<file path="config.mk">
export PLATFORM = sky130hd
export DESIGN_NAME = rbc_ctrl
export DESIGN_NICKNAME = d
export VERILOG_FILES = /design/src/hdl/rbc_pkg.sv /design/src/hdl/rbc_ctrl.sv
export SDC_FILE = /design/constraint.sdc
export NUM_CORES = 1
export LEC_CHECK = 0
export BUFFER_PORTS_ARGS = -buffer_cell sky130_fd_sc_hd__clkbuf_2
export CAP_MARGIN = 20
export CORE_UTILIZATION = 35
export CTS_BUF_LIST = sky130_fd_sc_hd__clkbuf_8
export CTS_CLUSTER_SIZE = 10
export DETAILED_ROUTE_END_ITERATION = 16
export GPL_TIMING_DRIVEN = 1
export PLACE_DENSITY = 0.66
export SYNTH_ARGS = -nofsm -noshare
export SYNTH_HDL_FRONTEND = slang
export SYNTH_SLANG_ARGS = --single-unit
</file>
<file path="constraint.sdc">
create_clock -name clk -period 2.65 [get_ports clk]
set_input_delay 0.3975 -clock clk [delete_from_list [all_inputs] [get_ports clk]]
set_output_delay 0.3975 -clock clk [all_outputs]
set_load 0.02 [all_outputs]
</file>
<file path="src/hdl/rbc_pkg.sv">
// ----------------------------------------------------------------------------
// rbc_pkg
// Shared constants, controller states and command/status types for the rod
// bending curvature block.
// ----------------------------------------------------------------------------
package rbc_pkg;

  localparam int FRAC_BITS_DEF  = 16;
  localparam int COMP_WIDTH_DEF = 24;

  localparam int CFG_WIDTH = 16;
  localparam logic [CFG_WIDTH-1:0] CHI_FLOOR_RESET = 16'd16;

  // tangent normalization window: largest magnitude lands in [2^29, 2^30)
  localparam int NORM_BITS         = 30;
  localparam int NORM_LO_EXP       = 29;
  localparam int NORM_COARSE_EXP   = 21;
  localparam int NORM_COARSE_SHIFT = 8;

  localparam int SQ_BITS    = 62;
  localparam int ROOT_BITS  = 31;
  localparam int SQRT_STEPS = 31;
  localparam int DEN_BITS   = 31;
  localparam int ACC_BITS   = 64;
  localparam int MUL_A_BITS = 31;

  localparam int KB_BITS = 29;
  localparam logic [KB_BITS-1:0] KB_LIMIT = 29'h0FFF_FFFF;

  localparam int NUM_SLOTS = 7;
  localparam logic [2:0] SLOT_N0   = 3'd0;
  localparam logic [2:0] SLOT_N1   = 3'd1;
  localparam logic [2:0] SLOT_N2   = 3'd2;
  localparam logic [2:0] SLOT_M1E  = 3'd3;
  localparam logic [2:0] SLOT_M2E  = 3'd4;
  localparam logic [2:0] SLOT_M1F  = 3'd5;
  localparam logic [2:0] SLOT_M2F  = 3'd6;
  localparam logic [2:0] SLOT_NONE = 3'd7;

  typedef enum logic [2:0] {
    SEL_SQ,
    SEL_DOT,
    SEL_CRA,
    SEL_CRB,
    SEL_K1,
    SEL_K2
  } rbc_sel_t;

  typedef enum logic [4:0] {
    ST_IDLE,
    ST_EDGE,
    ST_ZCHK,
    ST_NORM,
    ST_SQ,
    ST_SQI,
    ST_SQRT,
    ST_DINI,
    ST_DIV,
    ST_DST,
    ST_DOT,
    ST_CHK,
    ST_CRS,
    ST_KDI,
    ST_K1,
    ST_K1S,
    ST_K2,
    ST_OUT
  } rbc_state_t;

  typedef struct packed {
    logic       start;
    logic       load_edge;
    logic       edge_sel;
    logic       norm_step;
    logic       acc_clr;
    logic       mac;
    logic       mac_sub;
    rbc_sel_t   sel;
    logic [1:0] idx;
    logic       sqrt_init;
    logic       sqrt_step;
    logic       div_init;
    logic       div_kb;
    logic       div_step;
    logic       div_store;
    logic       chi_latch;
    logic       deg_set;
    logic       k1_latch;
    logic       out_load;
  } rbc_cmd_t;

  typedef struct packed {
    logic edge_zero;
    logic norm_done;
    logic chi_low;
  } rbc_stat_t;

endpackage

</file>
<file path="src/hdl/rbc_ctrl.sv">
// ----------------------------------------------------------------------------
// rbc_ctrl
// Sequencer for the curvature evaluation: steps the datapath through edges,
// normalization, square root, divisions, and the cross and dot products.
// ----------------------------------------------------------------------------
module rbc_ctrl
  import rbc_pkg::*;
#(
  parameter int FRAC_BITS = FRAC_BITS_DEF
) (
  input  logic       clk,
  input  logic       rst,
  input  logic       in_valid,
  input  logic [2:0] op,
  input  logic       out_ready,
  input  rbc_stat_t  stat,
  output logic       in_ready,
  output logic       in_fire,
  output logic       out_valid,
  output rbc_cmd_t   cmd
);

  localparam int DIV_STEPS = NORM_BITS + FRAC_BITS;
  localparam int CNTW      = $clog2(DIV_STEPS);

  rbc_state_t      state, state_next;
  logic [CNTW-1:0] cnt, cnt_next;
  logic [1:0]      comp, comp_next;
  logic            edge_q, edge_next;
  logic            kbmode, kbmode_next;

  assign in_ready = (state == ST_IDLE) && (!out_valid || op != SLOT_M2F);
  assign in_fire  = in_valid && in_ready;

  always_ff @(posedge clk) begin
    if (rst) begin
      state  <= ST_IDLE;
      cnt    <= '0;
      comp   <= '0;
      edge_q <= 1'b0;
      kbmode <= 1'b0;
    end else begin
      state  <= state_next;
      cnt    <= cnt_next;
      comp   <= comp_next;
      edge_q <= edge_next;
      kbmode <= kbmode_next;
    end
  end

  always_ff @(posedge clk) begin
    if (rst)               out_valid <= 1'b0;
    else if (cmd.out_load) out_valid <= 1'b1;
    else if (out_ready)    out_valid <= 1'b0;
  end

  always_comb begin
    state_next  = state;
    cnt_next    = cnt;
    comp_next   = comp;
    edge_next   = edge_q;
    kbmode_next = kbmode;
    cmd         = '0;
    cmd.edge_sel = edge_q;
    cmd.idx      = comp;

    unique case (state)
      ST_IDLE: begin
        if (in_fire && op == SLOT_M2F) begin
          cmd.start  = 1'b1;
          edge_next  = 1'b0;
          state_next = ST_EDGE;
        end
      end
      ST_EDGE: begin
        cmd.load_edge = 1'b1;
        state_next    = ST_ZCHK;
      end
      ST_ZCHK: begin
        if (stat.edge_zero) begin
          cmd.deg_set = 1'b1;
          state_next  = ST_OUT;
        end else begin
          state_next = ST_NORM;
        end
      end
      ST_NORM: begin
        if (stat.norm_done) begin
          cnt_next   = '0;
          state_next = ST_SQ;
        end else begin
          cmd.norm_step = 1'b1;
        end
      end
      ST_SQ: begin
        cmd.acc_clr = (cnt == '0);
        cmd.sel     = SEL_SQ;
        cmd.idx     = cnt[1:0];
        if (cnt < CNTW'(3)) begin
          cmd.mac  = 1'b1;
          cnt_next = cnt + 1'b1;
        end else begin
          state_next = ST_SQI;
        end
      end
      ST_SQI: begin
        cmd.sqrt_init = 1'b1;
        cnt_next      = '0;
        state_next    = ST_SQRT;
      end
      ST_SQRT: begin
        cmd.sqrt_step = 1'b1;
        if (cnt == CNTW'(SQRT_STEPS - 1)) begin
          comp_next   = '0;
          kbmode_next = 1'b0;
          state_next  = ST_DINI;
        end else begin
          cnt_next = cnt + 1'b1;
        end
      end
      ST_DINI: begin
        cmd.div_init = 1'b1;
        cnt_next     = '0;
        state_next   = ST_DIV;
      end
      ST_DIV: begin
        cmd.div_step = 1'b1;
        if (cnt == CNTW'(DIV_STEPS - 1)) state_next = ST_DST;
        else                             cnt_next   = cnt + 1'b1;
      end
      ST_DST: begin
        cmd.div_store = 1'b1;
        cmd.div_kb    = kbmode;
        cnt_next      = '0;
        if (comp != 2'd2) begin
          comp_next  = comp + 1'b1;
          state_next = kbmode ? ST_CRS : ST_DINI;
        end else if (kbmode) begin
          state_next = ST_K1;
        end else if (!edge_q) begin
          edge_next  = 1'b1;
          comp_next  = '0;
          state_next = ST_EDGE;
        end else begin
          state_next = ST_DOT;
        end
      end
      ST_DOT: begin
        cmd.acc_clr = (cnt == '0);
        cmd.sel     = SEL_DOT;
        cmd.idx     = cnt[1:0];
        if (cnt < CNTW'(3)) begin
          cmd.mac  = 1'b1;
          cnt_next = cnt + 1'b1;
        end else begin
          state_next = ST_CHK;
        end
      end
      ST_CHK: begin
        cmd.chi_latch = 1'b1;
        if (stat.chi_low) begin
          cmd.deg_set = 1'b1;
          state_next  = ST_OUT;
        end else begin
          comp_next   = '0;
          cnt_next    = '0;
          kbmode_next = 1'b1;
          state_next  = ST_CRS;
        end
      end
      ST_CRS: begin
        // cross component: a*b, minus the swapped product, then drain
        cmd.acc_clr = (cnt == '0);
        cmd.idx     = comp;
        if (cnt == '0) begin
          cmd.mac  = 1'b1;
          cmd.sel  = SEL_CRA;
          cnt_next = cnt + 1'b1;
        end else if (cnt == CNTW'(1)) begin
          cmd.mac     = 1'b1;
          cmd.mac_sub = 1'b1;
          cmd.sel     = SEL_CRB;
          cnt_next    = cnt + 1'b1;
        end else begin
          state_next = ST_KDI;
        end
      end
      ST_KDI: begin
        cmd.div_init = 1'b1;
        cmd.div_kb   = 1'b1;
        cnt_next     = '0;
        state_next   = ST_DIV;
      end
      ST_K1: begin
        cmd.acc_clr = (cnt == '0);
        cmd.sel     = SEL_K1;
        cmd.idx     = cnt[1:0];
        if (cnt < CNTW'(3)) begin
          cmd.mac  = 1'b1;
          cnt_next = cnt + 1'b1;
        end else begin
          state_next = ST_K1S;
        end
      end
      ST_K1S: begin
        cmd.k1_latch = 1'b1;
        cnt_next     = '0;
        state_next   = ST_K2;
      end
      ST_K2: begin
        cmd.acc_clr = (cnt == '0);
        cmd.sel     = SEL_K2;
        cmd.idx     = cnt[1:0];
        if (cnt < CNTW'(3)) begin
          cmd.mac  = 1'b1;
          cnt_next = cnt + 1'b1;
        end else begin
          state_next = ST_OUT;
        end
      end
      ST_OUT: begin
        cmd.out_load = 1'b1;
        state_next   = ST_IDLE;
      end
      default: state_next = ST_IDLE;
    endcase
  end

  a_no_overwrite: assert property (@(posedge clk) disable iff (rst)
    cmd.out_load |-> !out_valid)
    else $error("result register overwritten while a word is pending");

  a_start: assert property (@(posedge clk) disable iff (rst)
    (in_fire && op == SLOT_M2F) |=> state == ST_EDGE)
    else $error("final slot did not start evaluation");

  a_sqrt_bound: assert property (@(posedge clk) disable iff (rst)
    state == ST_SQRT |-> cnt < CNTW'(SQRT_STEPS))
    else $error("square root step count overrun");

  a_out_src: assert property (@(posedge clk) disable iff (rst)
    $rose(out_valid) |-> $past(state) == ST_OUT)
    else $error("result raised outside output state");

endmodule

</file>
Word level (Yosys, flattened, before mapping). Index checks and enable logic that the tools add are counted.

$add $sub $neg: 2. Magnitude comparators: 1. Equal/unequal tests: 42. Multiplexer cells: 65. Reductions and logical operators: 20.

Operators by type and width (count): $pmux W5 S16 (1); $mux W5 (15); $mux W6 (7); $pmux W6 S7 (1); $eq A5 B4 Y1 const B (8); $ne A2 B2 Y1 const B (15); $mux W1 (26); $pmux W5 S5 (1); $eq A5 B3 Y1 const B (4); $ne A3 B3 Y1 const B (4); $eq A5 B2 Y1 const B (2); $eq A5 B5 Y1 const B (2); $mux W2 (5); $reduce_and A10 Y1 (1); $mux W4 (2); $pmux W1 S2 (4); $reduce_and A7 Y1 (1); $reduce_bool A7 Y1 (1); $add A6 B1 Y6 const B (1); $eq A6 B1 Y1 const B (1); $eq A6 B5 Y1 const B (1); $eq A6 B6 Y1 const B (1); $logic_not A6 Y1 (1); $lt A6 B2 Y1 const B (1); 19 further kinds (24).

Bits in registers: 16. Output and inout port bits: 25.

Logic depth before layout (Yosys ltp).
Word-level depth: 7. Gate-level depth with buffers: 7. Depth with buffers taken out: 7.

Worst setup path after synthesis. Ideal clock, no wire load.

Path type: register to output. From: register state[2]. To: output cmd[12] (netlist bit). Data arrival time: 2000 ps. Required time: 2253 ps. Path slack: 252 ps. Cell stages (with the launch flop): 6. Buffers on the path: 2. Cells stage by stage: dfxtp_1 clkbuf_1 clkbuf_1 nand3_1 nor4_1 a21o_1.

RTL lines: from (decl) (RTL line rbc_ctrl.sv:26) `rbc_state_t state, state_next;`; from (signal assigned) (RTL line rbc_ctrl.sv:43) `state <= state_next;`; to (decl) (RTL line rbc_ctrl.sv:20) `output rbc_cmd_t cmd`.

==> results.ini <==
[timing]
tightest_slew_ns=0.627
hold_viol=0
rsz0062_at_grt=false
setup_viol=0
slew_violations=0
period_needed_ns=2.43
setup_tns_ns=0
fin_crit_sh_pct=91.9
max_freq_ghz=0.411
max_slew_margin_pct=57.8
clock_skew_ns=0.00482

[clock_network]
clkTransAtPathRegs_ns=0.07
postCtsResizedCells=0
cts.sinks=16
root_buffer=clkbuf_8
cts_tree=yes
clk_latency_ns=0.25
htreeDepth=1
ctsHoldBuffers=0
numCtsBuffers=3
clock_path_buffers=2
postCtsSetupBuffers=0

[setup_path]
r2r_end=cnt[3]
slowest_delay_ns=0.52
end_kind=output pin
reg2reg_setup_slack_ns=0.29
critPathBufInv=2
cp.arrival_ns=2.04
crit_cells=4
r2r_start=state[2]
crit_chain=buf_4 > or3b_2 > nor3_1 > clkbuf_2
path_delay_family=simple AND/OR/NAND/NOR gates
crit_fanout=13
cp.required_ns=2.25
critPathLaunchType=register
crit_slowest_cell=or3b_2
critPathKind=register to output pin
r2r.worst_path.cells=5
cp-startpoint=state[4]

[logic_synthesis]
avgSynthCellArea_um2=7.35
yosysTopAreaCellShare_pct=21.5
synth.distinct_cells=54
synth-edff-count=0
syn_area_um2=1490
synth.area.top_cells=dfxtp_1 (21%), a21oi_1 (5.4%), nor2_1 (5.3%)
postSynthCellCount=203
ys_ff_latch=16
yosysMostFrequentCell=nor2_1
yosysSeqAreaShare_pct=21.5
syn_nets=217
synthFlopType=dfxtp_1
synth_commonest_cells=nor2_1 (21), a21oi_1 (16), dfxtp_1 (16), inv_1 (12), o21ai_0 (10)
yosysTopAreaCell=dfxtp_1
async_flop_share_pct=0
yosys_warnings=0

[grt]
grtUsageTotal_pct=19.4
grt_pass1_vias=1406
grt_pass1_wl_mm=6.63
grt_start_max_net_pins=17
antenna_found_initial=0
grt_overflow=0

[floorplanning]
ios=35
die_x_um=67.3
coreArea_um2=4060
initial_core_util_pct=36.8
die_h_um=67.3
rows=23
die_area_um2=4530

[worst_hold_path]
hold_path.class=input port to register
whs_path_depth=4
min-delay-start=out_ready
holdPathEnd=out_valid

[routing]
postRouteAntennaNets=0
dr.pass1.iters=4
routed_wl_mm=4.20
vias_per_cell=5.75
wire_per_inst_um=14.8
drc=0
dr.first_iter.drc_count=148
vias=1628

[power]
p_sw_share_pct=24.9
leakage_nw=0.748
comb_power_share_pct=11.3
internal_power_mw=0.399
power_mw=0.531
vdd_drop_max_mv=0.199
power_density_nw_per_um2=302
p_switching_mw=0.132
clkPwrFrac_pct=42.4
sequentialPowerShare_pct=46.3

[final_layout]
multi_input_area_um2=1030
final_nets=248
regArea_um2=320
drive_gt1_share_pct=23.6
areaGrowthSynthToFinish_pct=17.6
diodes=0
finalInstanceArea_um2=1760
fillers=435

[run]
max-cap-violations=0

[placement]
gp_congestion=0.903
portBuffers=34
placedInstanceArea_um2=1700
dp_hpwl_mm=3.22

[outcome]
status=finished clean

## routing by layer
| metal | GRT usage [%] | vias to the layer above | routed length (um) |
|---|---|---|---|
| met2 | 31.5 | 67 | 1900 |
| met4 | 2.93 | 0 | 15 |
| met5 | 0 | - | 0 |
| met3 | 3.55 | 4 | 356 |
| met1 | 27.0 | 740 | 1930 |
| li1 | - | 817 | - |
## power groups by stage
stage / logic [mW] / clock network (mW) / registers (mW)
3_5_place_dp: 0.0592 / 0 / 0.251
3_3_place_gp: 0.0592 / 0 / 0.251
5_1_grt: 0.0656 / 0.245 / 0.246
4_1_cts: 0.0594 / 0.231 / 0.245
6_report: 0.0598 / 0.225 / 0.246
2_1_floorplan: 0.0395 / 0 / 0.248
## sequential cells by signal, indices dropped and copies added (netlist names)
signal     flops
cnt            6
state          5
comp           2
edge_q         1
kbmode         1
out_valid      1
## tightest hold or removal path, delay by kind of cell
family,cells,cell delay [ns]
AND/OR/NAND/NOR,1,0.08
buffers and inverters,2,0.12
AO/OA/AOI/OAI,1,0.06
## through the flow
stage               util (%)  instances  hold slack (ns)  setup slack [ns]
floorplan                  -        203            0.481             0.252
finish                  43.3        283            0.434             0.215
global route            43.3        283            0.462            0.0847
detailed placement      41.9        279            0.525             0.300
CTS                     43.3        283            0.430             0.225
global placement        41.9        279            0.513             0.322
## cell type report
| cell class | instances | share of cell area (%) |
|---|---|---|
| multi-input cells | 158 | 58.9 |
| flip-flops and latches | 16 | 18.2 |
| repair buffers | 43 | 13.5 |
| well taps | 50 | 3.56 |
| clock buffers | 4 | 3.14 |
| inverters | 12 | 2.57 |
## cell usage in the layout (no fill, tap or decap), drive strengths merged, types with 3 or more instances in the layout
cell type / count
clkbuf: 38
or3: 3
nand3b: 3
o21bai: 3
nor2: 21
and2: 3
dfxtp: 16
inv: 12
nor2b: 9
o21ai: 10
o311ai: 4
and3: 4
buf: 9
nand4: 4
nand3: 5
nand2: 9
a21o: 3
or4: 3
o32a: 3
nor3: 9
nand2b: 5
o41ai: 4
ha: 4
a21oi: 16
## how the worst max path moves through the flow
stage	to	slack (ns)
detailed placement	cnt[3]	0.30
floorplan	cmd[12]	0.25
CTS	cmd[18]	0.23
global placement	cnt[3]	0.32
global route	cmd[12]	0.08
finish	cmd[18]	0.22
## kinds of logic (layout without fill, tap and decap cells)
kind of cell	Yosys count	after routing	share of synthesized area, %
adder cells (fa/ha/maj)	4	4	3.35
multiplexers	2	2	1.51
buffers and inverters	29	59	9.22
AO/OA/AOI/OAI	61	61	29.9
flip-flops	16	16	21.5
AND/OR/NAND/NOR	89	89	33.4
XOR/XNOR	2	2	1.17
Note: power is estimated with default switching activity, not from simulation.
